`config.mk`:
```
export PLATFORM = sky130hd
export DESIGN_NAME = kiss_frame_encoder
export DESIGN_NICKNAME = d
export VERILOG_FILES = /design/src/sv/kfe_pkg.sv /design/src/sv/kiss_frame_encoder.sv
export SDC_FILE = /design/constraint.sdc
export NUM_CORES = 1
export LEC_CHECK = 0
export ABC_AREA = 0
export BUFFER_PORTS_ARGS = -buffer_cell sky130_fd_sc_hd__buf_2
export CAP_MARGIN = 20
export CORE_MARGIN = 2
export CORE_UTILIZATION = 47
export DETAILED_ROUTE_END_ITERATION = 7
export MAX_ROUTING_LAYER = met4
export PLACE_DENSITY = 0.74
export SETUP_SLACK_MARGIN = 0.05
export SYNTH_ARGS = -nofsm -noshare
export SYNTH_HDL_FRONTEND = slang
export SYNTH_SLANG_ARGS = --single-unit
```
`constraint.sdc`:
```
create_clock -name clock -period 2 [get_ports clock]
set_input_delay 0.2 -clock clock [delete_from_list [all_inputs] [get_ports clock]]
set_output_delay 0.2 -clock clock [all_outputs]
set_load 0.05 [all_outputs]
```
`src/sv/kfe_pkg.sv`:
```
`timescale 1ns / 1ps
// ----------------------------------------------------------------------------
// kfe_pkg
// Shared KISS encoder constants: framing, escape, command bytes and step type.
// ----------------------------------------------------------------------------
package kfe_pkg;

   // frame delimiter and escape codes
   localparam logic [7:0] FEND  = 8'hC0;
   localparam logic [7:0] FESC  = 8'hDB;
   localparam logic [7:0] TFEND = 8'hDC;
   localparam logic [7:0] TFESC = 8'hDD;

   // command byte that follows the opening delimiter
   localparam logic [7:0] CMD_DATA = 8'h00;

   // width of the per-item step pointer
   localparam int STEP_W = 3;

   typedef logic [STEP_W-1:0] step_type;

endpackage

```
`src/sv/kiss_frame_encoder.sv`:
```
`timescale 1ns / 1ps
// ----------------------------------------------------------------------------
// kiss_frame_encoder
// Wraps payload bytes into KISS frames with FEND/FESC byte stuffing.
// ----------------------------------------------------------------------------
//  channel | dir | tdata (low bit up)  | tlast          | tuser
//  --------+-----+---------------------+----------------+---------------
//  req_    | in  | data_byte[7:0]      | last_byte      | -
//  rsp_    | out | out_byte[7:0]       | frame_end      | run_end
//  csr_    | in  | frame_type[7:0]     | -              | -
//
//  One result byte per cycle while rsp_ accepts; an input byte yields its data
//  byte, or FESC and TFEND/TFESC when escaped, led by FEND, the command byte
//  and frame_type when it opens a frame and followed by FEND when it closes it.
//  Results leave the single output register fed by the step pointer. The next
//  beat is taken in the same cycle as the last result of the current one loads.
//  Synchronous active-high reset clears the frame state and frame_type.
//  A stalled rsp_ side holds the output register and the pending input.
// ----------------------------------------------------------------------------
module kiss_frame_encoder (
   input  logic       clock,
   input  logic       reset,
   // input beats
   input  logic       req_tvalid,
   output logic       req_tready,
   input  logic [7:0] req_tdata,   // [7:0] data_byte
   input  logic       req_tlast,   // last_byte
   // result beats
   output logic       rsp_tvalid,
   input  logic       rsp_tready,
   output logic [7:0] rsp_tdata,   // [7:0] out_byte
   output logic       rsp_tlast,   // frame_end
   output logic [0:0] rsp_tuser,   // [0] run_end
   // configuration
   input  logic       csr_we,
   input  logic [7:0] csr_wdata    // [7:0] frame_type
);

   // step codes within one input beat
   localparam kfe_pkg::step_type ST_HDR0 = 3'd0;
   localparam kfe_pkg::step_type ST_HDR1 = 3'd1;
   localparam kfe_pkg::step_type ST_HDR2 = 3'd2;
   localparam kfe_pkg::step_type ST_DATA = 3'd3;
   localparam kfe_pkg::step_type ST_ESC2 = 3'd4;
   localparam kfe_pkg::step_type ST_TAIL = 3'd5;

   logic [7:0]        frame_type_ff;
   logic              frame_open_ff, frame_open_in;
   logic              hold_valid_ff, hold_valid_in;
   logic [7:0]        hold_data_ff, hold_data_in;
   logic              hold_last_ff, hold_last_in;
   kfe_pkg::step_type step_ff, step_in;
   logic              rsp_valid_ff, rsp_valid_in;
   logic [7:0]        rsp_data_ff, rsp_data_in;
   logic              rsp_fend_ff, rsp_fend_in;
   logic              rsp_rend_ff, rsp_rend_in;

   logic              req_accept;
   logic              out_load;
   logic              is_esc;
   logic              step_final;
   kfe_pkg::step_type step_next;
   logic [7:0]        step_byte;

   // byte needs an escape pair
   assign is_esc = (hold_data_ff == kfe_pkg::FEND) || (hold_data_ff == kfe_pkg::FESC);

   // output register can take a new byte
   assign out_load = hold_valid_ff && (!rsp_valid_ff || rsp_tready);

   // byte, successor and end-of-beat flag for the current step
   always_comb begin
      step_byte  = hold_data_ff;
      step_next  = ST_TAIL;
      step_final = 1'b0;
      case (step_ff)
         ST_HDR0: begin
            step_byte = kfe_pkg::FEND;
            step_next = ST_HDR1;
         end
         ST_HDR1: begin
            step_byte = kfe_pkg::CMD_DATA;
            step_next = ST_HDR2;
         end
         ST_HDR2: begin
            step_byte = frame_type_ff;
            step_next = ST_DATA;
         end
         ST_DATA: begin
            if (is_esc) begin
               step_byte = kfe_pkg::FESC;
               step_next = ST_ESC2;
            end else begin
               step_byte  = hold_data_ff;
               step_next  = ST_TAIL;
               step_final = !hold_last_ff;
            end
         end
         ST_ESC2: begin
            step_byte  = (hold_data_ff == kfe_pkg::FEND) ? kfe_pkg::TFEND : kfe_pkg::TFESC;
            step_next  = ST_TAIL;
            step_final = !hold_last_ff;
         end
         ST_TAIL: begin
            step_byte  = kfe_pkg::FEND;
            step_next  = ST_TAIL;
            step_final = 1'b1;
         end
         default: begin
            step_byte  = kfe_pkg::FEND;
            step_next  = ST_TAIL;
            step_final = 1'b1;
         end
      endcase
   end

   // take a new beat when idle or as the current one finishes
   assign req_tready = !hold_valid_ff || (out_load && step_final);
   assign req_accept = req_tvalid && req_tready;

   // input holding stage and frame state
   always_comb begin
      hold_valid_in = hold_valid_ff;
      hold_data_in  = hold_data_ff;
      hold_last_in  = hold_last_ff;
      step_in       = step_ff;
      frame_open_in = frame_open_ff;
      if (out_load) begin
         step_in = step_next;
         if (step_final) begin
            hold_valid_in = 1'b0;
         end
      end
      if (req_accept) begin
         hold_valid_in = 1'b1;
         hold_data_in  = req_tdata;
         hold_last_in  = req_tlast;
         step_in       = frame_open_ff ? ST_DATA : ST_HDR0;
         frame_open_in = !req_tlast;
      end
   end

   // output register
   always_comb begin
      rsp_valid_in = rsp_valid_ff;
      rsp_data_in  = rsp_data_ff;
      rsp_fend_in  = rsp_fend_ff;
      rsp_rend_in  = rsp_rend_ff;
      if (out_load) begin
         rsp_valid_in = 1'b1;
         rsp_data_in  = step_byte;
         rsp_fend_in  = (step_ff == ST_TAIL);
         rsp_rend_in  = step_final;
      end else if (rsp_tready) begin
         rsp_valid_in = 1'b0;
      end
   end

   // control registers
   always_ff @(posedge clock) begin
      if (reset) begin
         frame_type_ff <= 8'h00;
         frame_open_ff <= 1'b0;
         hold_valid_ff <= 1'b0;
         rsp_valid_ff  <= 1'b0;
      end else begin
         if (csr_we) begin
            frame_type_ff <= csr_wdata;
         end
         frame_open_ff <= frame_open_in;
         hold_valid_ff <= hold_valid_in;
         rsp_valid_ff  <= rsp_valid_in;
      end
   end

   // payload registers
   always_ff @(posedge clock) begin
      hold_data_ff <= hold_data_in;
      hold_last_ff <= hold_last_in;
      step_ff      <= step_in;
      rsp_data_ff  <= rsp_data_in;
      rsp_fend_ff  <= rsp_fend_in;
      rsp_rend_ff  <= rsp_rend_in;
   end

   assign rsp_tvalid   = rsp_valid_ff;
   assign rsp_tdata    = rsp_data_ff;
   assign rsp_tlast    = rsp_fend_ff;
   assign rsp_tuser[0] = rsp_rend_ff;

`ifndef SYNTHESIS
   // closing delimiter always ends the beat's results
   a_fend_ends_run: assert property (@(posedge clock) disable iff (reset)
      rsp_tvalid && rsp_tlast |-> rsp_tuser[0])
      else $error("frame end without run end");

   // second half of an escape pair follows an escape byte
   a_esc_pair: assert property (@(posedge clock) disable iff (reset)
      hold_valid_ff && (step_ff == ST_ESC2) |-> rsp_data_ff == kfe_pkg::FESC)
      else $error("escape pair out of order");

   // header emitted only when no frame is open
   a_header_start: assert property (@(posedge clock) disable iff (reset)
      req_accept |=> step_ff == ($past(frame_open_ff) ? ST_DATA : ST_HDR0))
      else $error("wrong start step for accepted beat");

   // frame end marks a delimiter byte
   a_fend_byte: assert property (@(posedge clock) disable iff (reset)
      rsp_tvalid && rsp_tlast |-> rsp_tdata == kfe_pkg::FEND)
      else $error("frame end on a non-delimiter byte");
`endif

endmodule
```
==> out/results.ini <==
[outcome]
status=finished, violations left
failed_checks=negative setup slack

[cells_and_area]
antenna_cells=0
syn_to_final_growth_pct=24.0
design_area_um2=1780
fillers=252
seq_area_um2=881
drive_gt1_share_pct=34.4
multiInputGateArea_um2=532
nets=184

[logic_synthesis]
yosys_register_bits=33
ys_warn_count=0
syn_avg_cell_area_um2=12.2
netlist_area_um2=1430
synth_cells=117
synth-edff-count=22
ys_types=32
yosys_most_used_dff=edfxtp_1
synth_fp_nets=139
synth_seq_area_share_pct=61.5
ys_async_sr_fraction_pct=0

[clock_network]
tritoncts=yes
cts_sinks=33
clock_path_buffers=2
cts_buffers=5
cts-hold-fix-buffers=0
clk_latency_ns=0.33
cts.htree.levels=2
cts-root-buf=clkbuf_4
clk_pin_slew_ns=0.09

[timing]
skew_ns=0.00534
fin_crit_sh_pct=102
fmax_mhz=492
final-hold-violation-count=0
slew_headroom_pct=66.7
fin_crit_ns=2.03
worst_slew_pin_slew_ns=0.495
worst_slack_ns=-0.0313
rsz0062_at_grt=yes
finalSetupViolCount=3
report.final.slew_viol_count=0

[power_and_ir_drop]
power_frac_comb_pct=26.7
seq_power_share_pct=52.6
p_switching_uw=514
irDropWorstVdd_uv=433
power_leakage_uw=0.000754
totalPowerFinal_uw=1640
clkPwrFrac_pct=20.7
power_density_nw_per_um2=923
sw_frac_of_total_pct=31.4
intPower_uw=1120

[worst_hold_path]
min_path_type=in2reg
worstHoldStart=req_tdata[3]
hold_depth=1
whs_endpoint=hold_data_ff[3]$_DFFE_PP_

[detailed_routing]
viasPerCell=5.28
wire_per_inst_um=13.5
drc=0
postRouteAntennaNets=0
num_vias=1035
drt_iter0_drc=25
wl_mm=2.65
dr.pass1.iters=4

[worst_setup_path]
r2r-end=step_ff[0]$_DFFE_PP_
r2r_cells=6
critPathLaunchType=register
timing.rr.start=hold_data_ff[1]$_DFFE_PP_
cp_top_family=simple AND/OR/NAND/NOR gates
endpoint_kind=primary output
critPathKind=reg2out
critPathBufInv=2
cpPeakStageDelay_ns=0.57
crit_arrival_ns=1.83
critPathMaxFanout=2
crit_chain=or4_4 -> a21oi_4 -> buf_6 -> o311ai_4 -> buf_6
cp_common_cell=buf_6
r2r_setup_slack_ns=-0.02
cp_slowest_cell=or4_4
required_ns=1.80

[floorplan]
die_w_um=59.2
core_um2=2980
num_rows=20
initial_core_util_pct=48.1
die_h_um=59.2
io_pins=34
die-area_um2=3500

[placement]
io_buffers=33
place_congestion=0.869
post_dp_cell_area_um2=1650
dp_hpwl_mm=1.89

[global_route]
antenna_found_initial=0
overflow=0
grt_pass1_wl_mm=4.43
grt_pass1_vias=931
grt_max_degree=19
grt_usage_pct=18.3

[flow_run]
drv_cap=0

[power by group through the flow]
stage | Sequential [uW] | Clock, uW | Combinational [uW]
final | 862 | 340 | 437
after global routing | 869 | 393 | 473
after CTS | 861 | 353 | 429
after detailed placement | 876 | 0 | 411
after global placement | 871 | 0 | 403
after floorplan | 953 | 0 | 227
[worst max-delay path by stage]
stage	start	to	cells past startpoint
global route	hold_data_ff[0]$_DFFE_PP_	req_tready	5
detailed placement	hold_data_ff[0]$_DFFE_PP_	step_ff[0]$_DFFE_PP_	4
global placement	hold_data_ff[0]$_DFFE_PP_	step_ff[0]$_DFFE_PP_	4
floorplan	hold_data_ff[0]$_DFFE_PP_	step_ff[0]$_DFFE_PP_	4
finish	hold_data_ff[1]$_DFFE_PP_	req_tready	5
CTS	hold_data_ff[1]$_DFFE_PP_	req_tready	5
[cell usage in the layout, fill, tap and decap left out, drive strengths merged, types with 2 or more instances in the layout]
master / count
clkbuf: 8
mux2i: 10
edfxtp: 22
buf: 43
o21ai: 3
nand3: 4
nand2: 8
o2bb2ai: 2
nor2: 15
a21oi: 6
dfxtp: 11
mux2: 3
nand2b: 4
inv: 5
o22ai: 5
[cells by family after synthesis]
logic type / after synthesis / synth area share (%)
and+or+nand+nor: 39 / 13.8
DFF: 33 / 61.5
AOI/OAI and AO/OA: 22 / 11.7
muxes: 13 / 10.1
buffers and inverters: 10 / 2.80
[worst register-to-register path, delay by kind of cell (launching register included)]
kind            cells  cell delay [ns]
simple gates        1             0.57
flops               1             0.39
compound gates      2             0.26
buf+inv             2             0.25
mux                 1             0.31
[synthesized netlist by cell type (all sizes together), types with 2 or more instances]
library cell  instances  area [um^2]
a21oi                 6         41.3
mux2                  3         45.0
nand2b                4         25.0
nor2                 15         56.3
edfxtp               22          661
clkbuf                2         7.51
nand3                 4         20.0
buf                   3         13.8
nand2                 8         30.0
mux2i                10          100
dfxtp                11          220
o2bb2ai               2         17.5
o22ai                 5         45.0
inv                   5         18.8
o21ai                 3         15.0
[flip-flops by register name, indices dropped and copies added (netlist names), 3 cells and up]
register       count
step_ff            3
frame_type_ff      8
hold_data_ff       8
rsp_tdata          8
[area by class of cell]
| type | instances | share of cell area (%) |
|---|---|---|
| Tap cell | 33 | 2.33 |
| Timing Repair Buffer | 43 | 14.3 |
| Multi-Input combinational cell | 74 | 30.0 |
| Inverter | 5 | 1.06 |
| Sequential cell | 33 | 49.6 |
| Clock buffer | 8 | 2.75 |
[metal layers]
| metal | track usage, % | share of wire, % | wire [um] | up-vias |
|---|---|---|---|---|
| li1 | - | - | - | 521 |
| met1 | 22.2 | 44 | 1150 | 466 |
| met2 | 27.6 | 49 | 1300 | 42 |
| met3 | 6.55 | 5.7 | 150 | 6 |
| met4 | 7.79 | 1.8 | 48 | 0 |
| met5 | - | 0 | 0 | - |
[what timing repair did]
item	in CTS	in global routing
setup endpoints to repair	2	13
setup buffers	5	2
gates cloned	0	0
endpoints found under the hold margin	0	0
pin swaps	3	2
resized for setup	5	2
[per-stage QoR]
step	cells	TNS, ns	hold slack [ns]	worst slack (ns)	util (%)
global placement	182	0	0.378	0.125	55.5
detailed placement	182	0	0.378	0.0581	55.5
CTS	195	-0.118	0.0245	-0.0653	59.2
global route	196	-0.182	0.0119	-0.0936	59.6
floorplan	117	0	0.299	0.0744	-
finish	196	-0.0590	0.0401	-0.0313	59.6
Note: power is estimated with default switching activity, not from simulation.
